==> config.mk <==
export PLATFORM = sky130hd
export DESIGN_NAME = learned_key_table
export DESIGN_NICKNAME = d
export VERILOG_FILES = /design/src/hw/rtl/lkt_pkg.sv /design/src/hw/rtl/learned_key_table.sv /design/src/hw/rtl/lkt_entry_store.sv /design/src/hw/rtl/lkt_scan_ctrl.sv
export SDC_FILE = /design/constraint.sdc
export NUM_CORES = 1
export LEC_CHECK = 0
export ABC_AREA = 1
export ABC_CLOCK_PERIOD_IN_PS = 3700
export BUFFER_PORTS_ARGS = -buffer_cell sky130_fd_sc_hd__buf_2
export CAP_MARGIN = 10
export CORE_MARGIN = 4
export CORE_UTILIZATION = 35
export DETAILED_ROUTE_END_ITERATION = 12
export HOLD_SLACK_MARGIN = 0.12
export PLACE_DENSITY_LB_ADDON = 0.3
export SYNTH_ARGS = -nofsm -noshare
export SYNTH_HDL_FRONTEND = slang
export SYNTH_SLANG_ARGS = --single-unit
==> constraint.sdc <==
create_clock -name i_clk -period 3.7 [get_ports i_clk]
set_input_delay 0.37 -clock i_clk [delete_from_list [all_inputs] [get_ports i_clk]]
set_output_delay 0.37 -clock i_clk [all_outputs]
set_load 0.01 [all_outputs]
==> src/hw/rtl/lkt_pkg.sv <==
// shared types and codes for the learned key table
`default_nettype none

package lkt_pkg;

    // field widths of one transaction on each side
    localparam int KEY_FIELD_W    = 32;
    localparam int RELAY_FIELD_W  = 16;
    localparam int WINDOW_FIELD_W = 8;
    localparam int SLOT_FIELD_W   = 4;

    // command codes
    localparam logic CMD_LEARN = 1'b0;
    localparam logic CMD_CLEAR = 1'b1;

    // result codes
    typedef enum logic [1:0] {
        OUT_FULL    = 2'd0,
        OUT_NEW     = 2'd1,
        OUT_UPDATED = 2'd2,
        OUT_CLEARED = 2'd3
    } t_outcome;

    // input transaction
    typedef struct packed {
        logic                      cmd;
        logic [KEY_FIELD_W-1:0]    switch_key;
        logic [RELAY_FIELD_W-1:0]  relay_state;
        logic [WINDOW_FIELD_W-1:0] window_one_state;
        logic [WINDOW_FIELD_W-1:0] window_two_state;
    } t_in_item;

    // result transaction
    typedef struct packed {
        t_outcome                outcome;
        logic [SLOT_FIELD_W-1:0] slot_index;
        logic                    slot_valid;
    } t_out_item;

    // sequencer states
    typedef enum logic [1:0] {
        ST_IDLE,
        ST_SCAN,
        ST_COMMIT
    } t_state;

    // sequencer status toward the top level
    typedef struct packed {
        logic in_ready;
        logic done;
    } t_ctrl_status;

endpackage

`default_nettype wire

==> src/hw/rtl/learned_key_table.sv <==
// learned key table top level: handshakes, output register, slot scan
//
//  channel | direction | payload              | handshake
//  in      | input     | lkt_pkg::t_in_item   | i_in_valid / o_in_ready
//  out     | output    | lkt_pkg::t_out_item  | o_out_valid / i_out_ready
//
// one command scans every slot when no slot matches, fewer on an early match;
// the single key comparator walks one slot per cycle over the key memory's
// registered read port, then the command finishes in the commit state.
// reset clears the occupancy map, not the key memory; key memory needs no clearing pass.
// the commit waits while the output register holds an untaken result.
`default_nettype none

module learned_key_table #(
    parameter int SLOTS      = 16,
    parameter int KEY_BITS   = 32,
    parameter int RELAY_BITS = 16
) (
    input  wire logic               i_clk,
    input  wire logic               i_rst_n,
    input  wire logic               i_in_valid,
    output      logic               o_in_ready,
    input  wire lkt_pkg::t_in_item  i_in_data,
    output      logic               o_out_valid,
    input  wire logic               i_out_ready,
    output      lkt_pkg::t_out_item o_out_data
);

    localparam int IDX_W = (SLOTS > 1) ? $clog2(SLOTS) : 1;

    lkt_pkg::t_ctrl_status             status;
    lkt_pkg::t_out_item                result;
    logic                              accept;
    logic                              res_free;
    logic                              we;
    logic [IDX_W-1:0]                  waddr;
    logic [KEY_BITS-1:0]               wkey;
    logic [RELAY_BITS-1:0]             wrelay;
    logic [lkt_pkg::WINDOW_FIELD_W-1:0] wwin_one;
    logic [lkt_pkg::WINDOW_FIELD_W-1:0] wwin_two;
    logic [IDX_W-1:0]                  raddr;
    logic [KEY_BITS-1:0]               rkey;

    logic               r_out_valid, n_out_valid;
    lkt_pkg::t_out_item r_out_data, n_out_data;

    // input handshake
    assign o_in_ready = status.in_ready;
    assign accept     = i_in_valid && status.in_ready;
    assign res_free   = !r_out_valid || i_out_ready;

    // output register next value
    always_comb begin
        n_out_valid = r_out_valid;
        n_out_data  = r_out_data;
        if (status.done) begin
            n_out_valid = 1'b1;
            n_out_data  = result;
        end else if (i_out_ready) begin
            n_out_valid = 1'b0;
        end
    end

    // output register
    always_ff @(posedge i_clk) begin
        if (!i_rst_n) begin
            r_out_valid <= 1'b0;
        end else begin
            r_out_valid <= n_out_valid;
        end
    end

    always_ff @(posedge i_clk) begin
        r_out_data <= n_out_data;
    end

    assign o_out_valid = r_out_valid;
    assign o_out_data  = r_out_data;

    // scan sequencer
    lkt_scan_ctrl #(
        .SLOTS      (SLOTS),
        .KEY_BITS   (KEY_BITS),
        .RELAY_BITS (RELAY_BITS),
        .IDX_W      (IDX_W)
    ) u_ctrl (
        .i_clk      (i_clk),
        .i_rst_n    (i_rst_n),
        .i_accept   (accept),
        .i_item     (i_in_data),
        .i_res_free (res_free),
        .o_status   (status),
        .o_result   (result),
        .o_we       (we),
        .o_waddr    (waddr),
        .o_wkey     (wkey),
        .o_wrelay   (wrelay),
        .o_wwin_one (wwin_one),
        .o_wwin_two (wwin_two),
        .o_raddr    (raddr),
        .i_rkey     (rkey)
    );

    // slot memory
    lkt_entry_store #(
        .SLOTS      (SLOTS),
        .KEY_BITS   (KEY_BITS),
        .RELAY_BITS (RELAY_BITS),
        .IDX_W      (IDX_W)
    ) u_store (
        .i_clk      (i_clk),
        .i_we       (we),
        .i_waddr    (waddr),
        .i_wkey     (wkey),
        .i_wrelay   (wrelay),
        .i_wwin_one (wwin_one),
        .i_wwin_two (wwin_two),
        .i_raddr    (raddr),
        .o_rkey     (rkey)
    );

endmodule

`default_nettype wire

==> src/hw/rtl/lkt_entry_store.sv <==
// slot memory: stored keys with a registered read port, plus entry data
`default_nettype none

module lkt_entry_store #(
    parameter int SLOTS      = 16,
    parameter int KEY_BITS   = 32,
    parameter int RELAY_BITS = 16,
    parameter int IDX_W      = 4
) (
    input  wire logic                              i_clk,
    input  wire logic                              i_we,
    input  wire logic [IDX_W-1:0]                  i_waddr,
    input  wire logic [KEY_BITS-1:0]               i_wkey,
    input  wire logic [RELAY_BITS-1:0]             i_wrelay,
    input  wire logic [lkt_pkg::WINDOW_FIELD_W-1:0] i_wwin_one,
    input  wire logic [lkt_pkg::WINDOW_FIELD_W-1:0] i_wwin_two,
    input  wire logic [IDX_W-1:0]                  i_raddr,
    output      logic [KEY_BITS-1:0]               o_rkey
);

    localparam int DATA_W = RELAY_BITS + 2 * lkt_pkg::WINDOW_FIELD_W;

    logic [KEY_BITS-1:0] r_keys [SLOTS];
    logic [DATA_W-1:0]   r_data [SLOTS];

    // write port
    always_ff @(posedge i_clk) begin
        if (i_we) begin
            r_keys[i_waddr] <= i_wkey;
            r_data[i_waddr] <= {i_wrelay, i_wwin_one, i_wwin_two};
        end
    end

    // registered key read
    always_ff @(posedge i_clk) begin
        o_rkey <= r_keys[i_raddr];
    end

endmodule

`default_nettype wire

==> src/hw/rtl/lkt_scan_ctrl.sv <==
// scan sequencer: walks the slots through one key comparator, then commits
`default_nettype none

module lkt_scan_ctrl #(
    parameter int SLOTS      = 16,
    parameter int KEY_BITS   = 32,
    parameter int RELAY_BITS = 16,
    parameter int IDX_W      = 4
) (
    input  wire logic                              i_clk,
    input  wire logic                              i_rst_n,
    input  wire logic                              i_accept,
    input  wire lkt_pkg::t_in_item                 i_item,
    input  wire logic                              i_res_free,
    output      lkt_pkg::t_ctrl_status             o_status,
    output      lkt_pkg::t_out_item                o_result,
    output      logic                              o_we,
    output      logic [IDX_W-1:0]                  o_waddr,
    output      logic [KEY_BITS-1:0]               o_wkey,
    output      logic [RELAY_BITS-1:0]             o_wrelay,
    output      logic [lkt_pkg::WINDOW_FIELD_W-1:0] o_wwin_one,
    output      logic [lkt_pkg::WINDOW_FIELD_W-1:0] o_wwin_two,
    output      logic [IDX_W-1:0]                  o_raddr,
    input  wire logic [KEY_BITS-1:0]               i_rkey
);

    localparam logic [IDX_W-1:0] LAST_IDX = IDX_W'(SLOTS - 1);

    lkt_pkg::t_state                   r_state, n_state;
    logic                              r_cmd, n_cmd;
    logic [KEY_BITS-1:0]               r_key, n_key;
    logic [RELAY_BITS-1:0]             r_relay, n_relay;
    logic [lkt_pkg::WINDOW_FIELD_W-1:0] r_win_one, n_win_one;
    logic [lkt_pkg::WINDOW_FIELD_W-1:0] r_win_two, n_win_two;
    logic [IDX_W-1:0]                  r_idx, n_idx;
    logic                              r_issue, n_issue;
    logic                              r_cmp_valid, n_cmp_valid;
    logic [IDX_W-1:0]                  r_cmp_idx, n_cmp_idx;
    logic                              r_free_found, n_free_found;
    logic [IDX_W-1:0]                  r_free_idx, n_free_idx;
    logic                              r_hit, n_hit;
    logic [IDX_W-1:0]                  r_slot, n_slot;
    logic [SLOTS-1:0]                  r_occ, n_occ;

    logic cmp_used;
    logic cmp_hit;

    // state and control registers
    always_ff @(posedge i_clk) begin
        if (!i_rst_n) begin
            r_state      <= lkt_pkg::ST_IDLE;
            r_occ        <= '0;
            r_issue      <= 1'b0;
            r_cmp_valid  <= 1'b0;
            r_free_found <= 1'b0;
            r_hit        <= 1'b0;
        end else begin
            r_state      <= n_state;
            r_occ        <= n_occ;
            r_issue      <= n_issue;
            r_cmp_valid  <= n_cmp_valid;
            r_free_found <= n_free_found;
            r_hit        <= n_hit;
        end
    end

    // captured command and scan positions
    always_ff @(posedge i_clk) begin
        r_cmd      <= n_cmd;
        r_key      <= n_key;
        r_relay    <= n_relay;
        r_win_one  <= n_win_one;
        r_win_two  <= n_win_two;
        r_idx      <= n_idx;
        r_cmp_idx  <= n_cmp_idx;
        r_free_idx <= n_free_idx;
        r_slot     <= n_slot;
    end

    // shared comparator on the registered key read
    assign cmp_used = r_occ[r_cmp_idx];
    assign cmp_hit  = r_cmp_valid && cmp_used && (i_rkey == r_key);

    // next state and outputs
    always_comb begin
        n_state      = r_state;
        n_cmd        = r_cmd;
        n_key        = r_key;
        n_relay      = r_relay;
        n_win_one    = r_win_one;
        n_win_two    = r_win_two;
        n_idx        = r_idx;
        n_issue      = r_issue;
        n_cmp_valid  = 1'b0;
        n_cmp_idx    = r_cmp_idx;
        n_free_found = r_free_found;
        n_free_idx   = r_free_idx;
        n_hit        = r_hit;
        n_slot       = r_slot;
        n_occ        = r_occ;

        o_status.in_ready = 1'b0;
        o_status.done     = 1'b0;
        o_result.outcome    = lkt_pkg::OUT_FULL;
        o_result.slot_index = '0;
        o_result.slot_valid = 1'b0;
        o_we       = 1'b0;
        o_waddr    = r_slot;
        o_wkey     = r_key;
        o_wrelay   = r_relay;
        o_wwin_one = r_win_one;
        o_wwin_two = r_win_two;
        o_raddr    = r_idx;

        case (r_state)
            lkt_pkg::ST_IDLE: begin
                o_status.in_ready = 1'b1;
                if (i_accept) begin
                    n_cmd        = i_item.cmd;
                    n_key        = KEY_BITS'(i_item.switch_key);
                    n_relay      = RELAY_BITS'(i_item.relay_state);
                    n_win_one    = i_item.window_one_state;
                    n_win_two    = i_item.window_two_state;
                    n_idx        = '0;
                    n_issue      = 1'b1;
                    n_free_found = 1'b0;
                    n_hit        = 1'b0;
                    n_state      = lkt_pkg::ST_SCAN;
                end
            end

            lkt_pkg::ST_SCAN: begin
                // issue one slot read per cycle
                if (r_issue) begin
                    n_cmp_valid = 1'b1;
                    n_cmp_idx   = r_idx;
                    if (r_idx == LAST_IDX) begin
                        n_issue = 1'b0;
                    end else begin
                        n_idx = r_idx + 1'b1;
                    end
                end
                // remember the lowest free slot
                if (r_cmp_valid && !cmp_used && !r_free_found) begin
                    n_free_found = 1'b1;
                    n_free_idx   = r_cmp_idx;
                end
                // lowest match ends the scan early
                if (cmp_hit) begin
                    n_hit       = 1'b1;
                    n_slot      = r_cmp_idx;
                    n_issue     = 1'b0;
                    n_cmp_valid = 1'b0;
                    n_state     = lkt_pkg::ST_COMMIT;
                end else if (r_cmp_valid && r_cmp_idx == LAST_IDX) begin
                    n_cmp_valid = 1'b0;
                    n_state     = lkt_pkg::ST_COMMIT;
                end
            end

            lkt_pkg::ST_COMMIT: begin
                if (r_cmd == lkt_pkg::CMD_CLEAR) begin
                    o_result.outcome = lkt_pkg::OUT_CLEARED;
                    if (r_hit) begin
                        o_result.slot_index = lkt_pkg::SLOT_FIELD_W'(r_slot);
                        o_result.slot_valid = 1'b1;
                    end
                end else if (r_hit) begin
                    o_result.outcome    = lkt_pkg::OUT_UPDATED;
                    o_result.slot_index = lkt_pkg::SLOT_FIELD_W'(r_slot);
                    o_result.slot_valid = 1'b1;
                end else if (r_free_found) begin
                    o_result.outcome    = lkt_pkg::OUT_NEW;
                    o_result.slot_index = lkt_pkg::SLOT_FIELD_W'(r_free_idx);
                    o_result.slot_valid = 1'b1;
                    o_waddr             = r_free_idx;
                end
                // write back once the output register can take the result
                if (i_res_free) begin
                    o_status.done = 1'b1;
                    n_state       = lkt_pkg::ST_IDLE;
                    if (r_cmd == lkt_pkg::CMD_CLEAR) begin
                        if (r_hit) begin
                            n_occ[r_slot] = 1'b0;
                        end
                    end else if (r_hit || r_free_found) begin
                        o_we           = 1'b1;
                        n_occ[o_waddr] = 1'b1;
                    end
                end
            end

            default: begin
                n_state = lkt_pkg::ST_IDLE;
            end
        endcase
    end

endmodule

`default_nettype wire

==> impl_metrics.tcl, run 1 <==
set metrics [dict create \
    synth_common_cells "edfxtp_1 (568), nor2_1 (366), nand2_1 (208)" \
    drtIter0Drc 1279 \
    dieArea_um2 74500 \
    fillers 6282 \
    gp_congestion 0.829 \
    rows 96 \
    cts_tree "done" \
    path_clk_slew_ns 0.06 \
    finalHoldViolCount 0 \
    grt_start_max_net_pins 150 \
    antenna_found_initial 1 \
    wl_per_cell_um 19.6 \
    syn_area_um2 24600 \
    critPathRequiredTime_ns 3.93 \
    cts_buffer_depth 3 \
    yosysSeqAreaShare 0.739 \
    maxCapViolations 0 \
    path_class "register to register" \
    fin_worst_skew_ns 0.0256 \
    clock_sinks 623 \
    outcome "finished clean" \
    area_growth_pct 16.8 \
    synth-main-ff-cell "edfxtp_1" \
    p_leak_nw 9.71 \
    grt_pass1_vias 15000 \
    firstDrtPassIters 7 \
    peakVddDrop_uv 406 \
    routed-via-count 15400 \
    yosys_warnings 0 \
    synth_edf_count 568 \
    async_reset_ff_frac 0 \
    grt_pass1_wl_mm 89.6 \
    worst_pin_slew_ns 0.889 \
    synth.most_common_cell "edfxtp_1" \
    synth_area_leaders "edfxtp_1 (69%), nor2_1 (5.6%), dfxtp_1 (4.5%), nand2_1 (3.2%), o32ai_1 (2.9%)" \
    viasPerCell 5.12 \
    dp_hpwl_mm 32.8 \
    power-per-cell-area_nw_per_um2 566 \
    grt_usage 0.156 \
    rsz0062_at_grt "no" \
    final_nets 2086 \
    core_region_area_um2 69100 \
    fin_tns_setup_ns 0 \
    total_power_mw 16.2 \
    root_buffer "clkbuf_16" \
    numCtsBuffers 67 \
    slew-limit-headroom 0.407 \
    arrival_ns 3.17 \
    clkLatencyLatePin_ns 0.60 \
    fmax_ghz 0.340 \
    chipWidth_um 273 \
    initial_core_util 0.356 \
    synth_nets 1984 \
    fin_crit_sh 0.795 \
    dp.cells 2843 \
    end_kind "register" \
    ys_seq_elements 623 \
    cts-htree-levels 3 \
    synthCells 1914 \
    pin_count 78 \
    io_buffers 45 \
    drc 0 \
    stdcell_count 3002 \
    fin_crit_ns 2.94 \
    final_antenna_net_count 0 \
    slew_viol_final 0 \
    gr-total-overflow 0 \
    die_y_um 273 \
    synth_top_cell_by_area "edfxtp_1" \
    syn_area_per_cell_um2 12.8 \
    drive_gt1_frac 0.111 \
    yosysTopAreaCellShare 0.694 \
    setup_violations 0 \
    startpoint_type "register" \
    drt_wl_total_mm 59.0 \
    ys_types 35 \
    hold_path_class "input port to register" \
    crit_path_max_fanout 20 \
    cts_resized 0 \
]
[per-stage QoR]
step                worst slack [ns]  cell area [um^2]  hold WS (ns)   util
CTS                            0.811             28700         0.168  0.415
floorplan                      0.360             24600         0.424      -
global placement               0.810             26200         0.453  0.380
global route                   0.631             28700         0.201  0.415
finish                         0.757             28700         0.195  0.415
detailed placement             0.803             26200         0.465  0.380
[per-layer routing]
metal  vias to the layer above  routed length [um]  track usage
met4                         0                1290       0.0428
met1                      7654               27300        0.220
met3                        99                3180       0.0296
met2                       390               27300        0.249
met5                         -                   0            0
li1                       7213                   -            -
[logic make-up (layout without fill, tap and decap cells)]
logic type,after synthesis,in the layout,share of synthesized area
AO/OA/AOI/OAI,343,343,0.0929
multiplexers,46,46,0.0187
buffers and inverters,206,362,0.0330
other,0,1,0
adder cells (fa/ha/maj),1,1,0.000509
XOR/XNOR,7,7,0.00250
flip-flops,623,623,0.739
AND/OR/NAND/NOR,688,688,0.113
[flip-flops by register name (all words and copies together) (netlist names), 2 cells and up]
register and count:
u_ctrl.r_state 2, u_ctrl.r_free_idx 4, o_out_data 7, u_ctrl.r_occ 16
u_ctrl.o_raddr 4, u_ctrl.o_wkey 32, u_store.o_rkey 32, u_store.r_keys 512
u_ctrl.r_cmp_idx 4, u_ctrl.r_slot 4
[worst max-delay path: stages (launching register included)]
cell	delay (ns)
edfxtp_1	0.47
nor3_4	0.40
o21ai_2	0.15
o21ai_0	0.51
nand2_1	0.41
nor2_4	0.20
buf_4	0.42
[where the power goes]
group / internal (mW) / switching, mW / total, mW
registers: 7.92 / 0.208 / 8.12
clock network: 3.73 / 2.67 / 6.41
logic: 0.559 / 1.15 / 1.71
[final timing paths]
| kind | cells after the start | slack (ns) | from | end |
|---|---|---|---|---|
| setup reg to reg | 6 | 0.76 | u_ctrl.r_cmd$_DFFE_PP_ | u_store.r_keys[12][3]$_DFFE_PP_ |
| setup / recovery | 6 | 0.76 | u_ctrl.r_cmd$_DFFE_PP_ | u_store.r_keys[12][3]$_DFFE_PP_ |
| hold reg to reg | 2 | 0.48 | u_ctrl.r_issue$_SDFFE_PN0P_ | u_ctrl.r_cmp_valid$_SDFF_PP0_ |
| hold / removal | 3 | 0.20 | i_in_valid | u_ctrl.r_state[0]$_SDFFE_PN0P_ |
[what timing repair did]
action / CTS / global route
endpoints found under the hold margin: 36 / 0
hold buffers: 35 / 0
endpoints found under the setup margin: 0 / 0
buffers inserted: 0 / 0
[cell usage in the layout (no fill, tap or decap), drive strengths merged]
cell         count
clkbuf          81
nor3b            1
o32ai           82
a21oi           38
edfxtp         568
clkinv          34
buf            100
o221ai          46
diode            1
nor2           367
inv            105
dlygate4sd3     35
and3             1
o22ai            1
mux2i           46
xnor2            5
clkinvlp         3
nand2          210
o211ai          18
o21ai          147
dfxtp           55
nand4            9
nor4             1
a31oi            3
nand3           68
bufinv           4
nor3            31
xor2             2
a211oi           8
ha               1
[final cells by class]
cell class	instances	area [um^2]	share of cell area
diodes	1	2.50	0.0000872
clock buffers	81	1780	0.0621
clock inverters	42	340	0.0119
inverters	104	395	0.0138
multi-input cells	1085	5730	0.200
flip-flops and latches	623	18200	0.633
well taps	931	1160	0.0406
repair buffers	135	1130	0.0392
(Power assumes the default switching activity.)
==> run 2, diff against run 1 <==
- ABC_CLOCK_PERIOD_IN_PS: 3700 -> 2900
- clock period: 3.7 -> 2.9 ns (I/O delays scaled with it)
==> run 2 against run 1 <==
Compared with the run above: register-to-register slack lost 0.64 ns; worst setup slack lost 0.64 ns; total power grew 31%; die area is the same; combinational power grew 46%; sequential power grew 27%; non-clock buffer count grew 62; first-iteration DRC count grew 18%.
==> impl_metrics.tcl, run 2 (synthesized netlist as in run 1, its figures left out) <==
set metrics [dict create \
    fin_tns_setup_ns 0 \
    cp_slowest_stage_delay_ns 0.93 \
    dp_hpwl_mm 40.5 \
    arrival_ns 2.98 \
    final_util 0.428 \
    cts_tree "done" \
    path_clk_slew_ns 0.06 \
    finalHoldViolCount 0 \
    grt_pass1_wl_mm 96.1 \
    power-per-cell-area_nw_per_um2 721 \
    clock_sinks 623 \
    n_antenna_cell 0 \
    slew_viol_final 0 \
    root_buffer "clkbuf_16" \
    crit_chain "nor3_4, buf_4, o21ai_2, o21ai_1, buf_4, nand3_1, nor2_4" \
    gr-total-overflow 0 \
    clkLatencyLatePin_ns 0.60 \
    path_class "register to register" \
    slowest_stage "nor2_4" \
    drtIter0Drc 1513 \
    die_y_um 273 \
    wl_per_cell_um 20.9 \
    cts-htree-levels 3 \
    final_common_cell "edfxtp_1" \
    grt_start_max_net_pins 98 \
    outcome "finished clean" \
    initial_core_util 0.356 \
    chipWidth_um 273 \
    post_cts_buffers 0 \
    fin_crit_sh 0.958 \
    maxCapViolations 0 \
    path_buf_inv 2 \
    viasPerCell 5.17 \
    area_growth_pct 20.3 \
    gp_congestion 0.927 \
    p_leak_nw 10.1 \
    slew-limit-headroom 0.196 \
    startpoint_type "register" \
    setup_violations 0 \
    final_nets 2148 \
    firstDrtPassIters 5 \
    final_antenna_net_count 0 \
    rsz0062_at_grt "yes" \
    core_region_area_um2 69100 \
    grt_usage 0.169 \
    crit_top_cell "buf_4" \
    dieArea_um2 74500 \
    cp_top_family "simple AND/OR/NAND/NOR gates" \
    regMostFlops "u_store.r_keys" \
    rows 96 \
    cts_buffer_depth 3 \
    numCtsBuffers 67 \
    crit_path_max_fanout 32 \
    largest_reg_flops 512 \
    fin_crit_ns 2.78 \
    antenna_found_initial 0 \
    peakVddDrop_uv 402 \
    drive_gt1_frac 0.139 \
    pin_count 78 \
    drt_wl_total_mm 64.0 \
    routed-via-count 15800 \
    final_cell_mix "edfxtp_1 (568), nor2_1 (349), nand2_1 (207), o21ai_0 (141), inv_1 (95)" \
    io_buffers 45 \
    drc 0 \
    worst_pin_slew_ns 1.20 \
    hold_path_class "input port to register" \
    critPathRequiredTime_ns 3.10 \
    grt_pass1_vias 15600 \
    fin_worst_skew_ns 0.0223 \
    fmax_ghz 0.360 \
    end_kind "register" \
]
-- run 2: changes by cell type in the layout (fill, tap and decap cells not counted), sizes merged --
cell / before / now
clkinvlp: 3 / 5
bufinv: 4 / 7
dlygate4sd3: 35 / 37
clkbuf: 81 / 90
buf: 100 / 160
clkinv: 34 / 19
diode: 1 / 0
-- run 2: worst paths after layout --
path,slack (ns),cells past startpoint,from,end
setup / recovery,0.12,7,u_ctrl.r_cmd$_DFFE_PP_,u_store.r_keys[11][14]$_DFFE_PP_
setup reg to reg,0.12,7,u_ctrl.r_cmd$_DFFE_PP_,u_store.r_keys[11][14]$_DFFE_PP_
hold / removal,0.40,2,i_in_data[43],u_ctrl.o_wkey[11]$_DFFE_PP_
hold reg to reg,0.48,2,u_ctrl.r_issue$_SDFFE_PN0P_,u_ctrl.r_cmp_valid$_SDFF_PP0_
-- run 2: area by class of cell --
class / instances / area, um^2
clock buffer: 90 / 1810
clock inverter: 32 / 390
timing repair buffer: 197 / 1910
tap: 931 / 1160
sequential: 623 / 18200
multi-input combinational: 1085 / 5740
fill: 6190 / 39500
inverter: 104 / 395
-- run 2: power breakdown --
part | switching, mW | total, mW | leakage [nW] | internal (mW)
clock network | 3.43 | 8.49 | 1.06 | 5.06
logic | 1.70 | 2.50 | 3.46 | 0.805
registers | 0.220 | 10.3 | 5.58 | 10.1
-- run 2: through the flow --
stage	cell area, um^2	hold slack (ns)	power [mW]	setup WS [ns]	std cells
floorplan	24600	0.389	11.9	-0.440	1914
global placement	27000	0.458	12.9	-0.0835	2902
global route	29600	0.392	22.1	-0.137	3062
CTS	29500	0.370	21.5	-0.000268	3061
detailed placement	27000	0.468	13.0	-0.101	2902
finish	29600	0.396	21.3	0.122	3062
-- run 2: per-layer routing --
layer	track usage	vias to the layer above	routed length [um]	share of wire
li1	-	7345	-	-
met1	0.241	7914	28600	0.45
met2	0.266	500	29400	0.46
met3	0.0349	79	4630	0.072
met4	0.0447	0	1280	0.020
met5	0	-	0	0
-- run 2: what timing repair did --
action,4_1_cts,5_1_grt
hold endpoints to repair,39,0
hold buffers,37,0
endpoints found under the setup margin,96,64
gates resized for setup,4,0
pin swaps,0,2
==> run 3, diff against run 2 <==
- RECOVER_POWER: default -> 50
==> run 3 against run 2 <==
Compared with the run above: the flow now finishes with violations (max-capacitance violations, max-slew violations); total power decreased by 0.11%; flip-flop and latch count stayed put; clock skew is 0.0021 ns lower; maximum frequency is 3.0% lower; critical path depth decreased by 1; clock-buffer cell count is the same; cell count stayed put; routed wire length down 0.17%; worst setup slack worse by 0.087 ns; hold slack lost 0.00076 ns; critical path type unchanged; critical endpoint is now u_store.o_rkey[10]$_DFF_P_; highest routed layer unchanged.
==> impl_metrics.tcl, run 3 (synthesized netlist as in run 1, its figures left out) <==
set metrics [dict create \
    outcome "complete, but fails checks" \
    failed_checks "max-capacitance violations, max-slew violations" \
    drive_gt1_frac 0.119 \
    crit_top_cell "nand3_1" \
    hold_path_class "input port to register" \
    startpoint_type "register" \
    initial_core_util 0.356 \
    fillers 6231 \
    p_leak_nw 9.95 \
    slew-limit-headroom -0.0500 \
    rsz0062_at_grt "yes" \
    fin_tns_setup_ns 0 \
    cts_tree "done" \
    total_power_mw 21.3 \
    dp_slack_ns -0.101 \
    wl_per_cell_um 20.9 \
    grt_pass1_wl_mm 96.1 \
    final_util 0.426 \
    n_antenna_cell 0 \
    area_growth_pct 19.7 \
    final-seq-area_um2 18200 \
    postLayoutCellArea_um2 29400 \
    final_common_cell "edfxtp_1" \
    final_antenna_net_count 0 \
    gp_congestion 0.927 \
    rows 96 \
    fin_worst_skew_ns 0.0202 \
    gr-total-overflow 0 \
    crit_chain "clkbuf_2, buf_4, o21ai_0, o221ai_1, nand3_1, nand3_1" \
    maxCapViolations 1 \
    core_region_area_um2 69100 \
    power-per-cell-area_nw_per_um2 724 \
    regMostFlops "u_store.r_keys" \
    routed-via-count 15800 \
    path_clk_slew_ns 0.06 \
    path_class "register to register" \
    place_area_um2 27000 \
    fin_ws_ns 0.0349 \
    setup_violations 0 \
    grt_pass1_vias 15600 \
    clock_sinks 623 \
    grt_start_max_net_pins 98 \
    dp_hpwl_mm 40.5 \
    cts_buffer_depth 3 \
    final_nets 2148 \
    pin_count 78 \
    path_buf_inv 2 \
    fmax_ghz 0.349 \
    firstDrtPassIters 5 \
    arrival_ns 3.39 \
    cts-htree-levels 3 \
    slew_viol_final 75 \
    reg2reg_slack_ns 0.03 \
    root_buffer "clkbuf_16" \
    largest_reg_flops 512 \
    critPathRequiredTime_ns 3.42 \
    cp_slowest_stage_delay_ns 1.11 \
    drc 0 \
    dieArea_um2 74500 \
    end_kind "register" \
    clkLatencyLatePin_ns 0.60 \
    chipWidth_um 273 \
    grt_usage 0.169 \
    slowest_stage "clkbuf_2" \
    antenna_found_initial 0 \
    peakVddDrop_uv 400 \
    fin_crit_sh 0.988 \
    finalHoldViolCount 0 \
    io_buffers 45 \
    drtIter0Drc 1520 \
    crit_path_max_fanout 75 \
    drt_wl_total_mm 63.9 \
    fin_crit_ns 2.87 \
    viasPerCell 5.16 \
    multi_input_area_um2 5740 \
    numCtsBuffers 67 \
    worst_pin_slew_ns 1.58 \
    cp_top_family "buffers and inverters" \
    final_cell_mix "edfxtp_1 (568), nor2_1 (349), nand2_1 (207), o21ai_0 (141), inv_1 (96)" \
    die_y_um 273 \
]
[run 3: changes by cell type in the layout (fill, tap and decap cells not counted), sizes merged]
cell,before,now
clkbuf,90,134
buf,160,116
[run 3: power by group]
part	internal (mW)	switching [mW]
registers	10.1	0.219
logic	0.767	1.70
clock network	5.06	3.44
[run 3: worst paths after layout]
path                                                 startpoint                            end  cells past startpoint
worst min-delay path                              i_in_data[43]    u_ctrl.o_wkey[11]$_DFFE_PP_                      2
worst max register to register  u_ctrl.o_raddr[1]$_SDFFCE_PN0P_     u_store.o_rkey[10]$_DFF_P_                      6
worst min register to register      u_ctrl.r_issue$_SDFFE_PN0P_  u_ctrl.r_cmp_valid$_SDFF_PP0_                      2
worst max-delay path            u_ctrl.o_raddr[1]$_SDFFCE_PN0P_     u_store.o_rkey[10]$_DFF_P_                      6
[run 3: what timing repair did]
action,in CTS,in global routing
buffers inserted,0,0
endpoints found under the setup margin,96,64
resized for setup,4,0
pin swaps,0,2
hold buffers,37,0
endpoints found under the hold margin,39,0
[run 3: area by class of cell]
class	count	area share
tap	931	0.0396
clock buffer	90	0.0617
multi-input combinational	1085	0.195
inverter	104	0.0134
timing repair buffer	197	0.0598
sequential	623	0.617
clock inverter	32	0.0133
[run 3: routing by layer]
metal,share of wire,GRT usage,wire length (um)
met1,0.45,0.241,28500
met2,0.46,0.266,29500
met3,0.073,0.0349,4660
met4,0.020,0.0447,1270
met5,0,0,0
[run 3: stage by stage]
step / hold WS [ns] / instances
finish: 0.395 / 3062
global route: 0.392 / 3062
CTS: 0.370 / 3061
detailed placement: 0.468 / 2902
global placement: 0.458 / 2902
floorplan: 0.389 / 1914
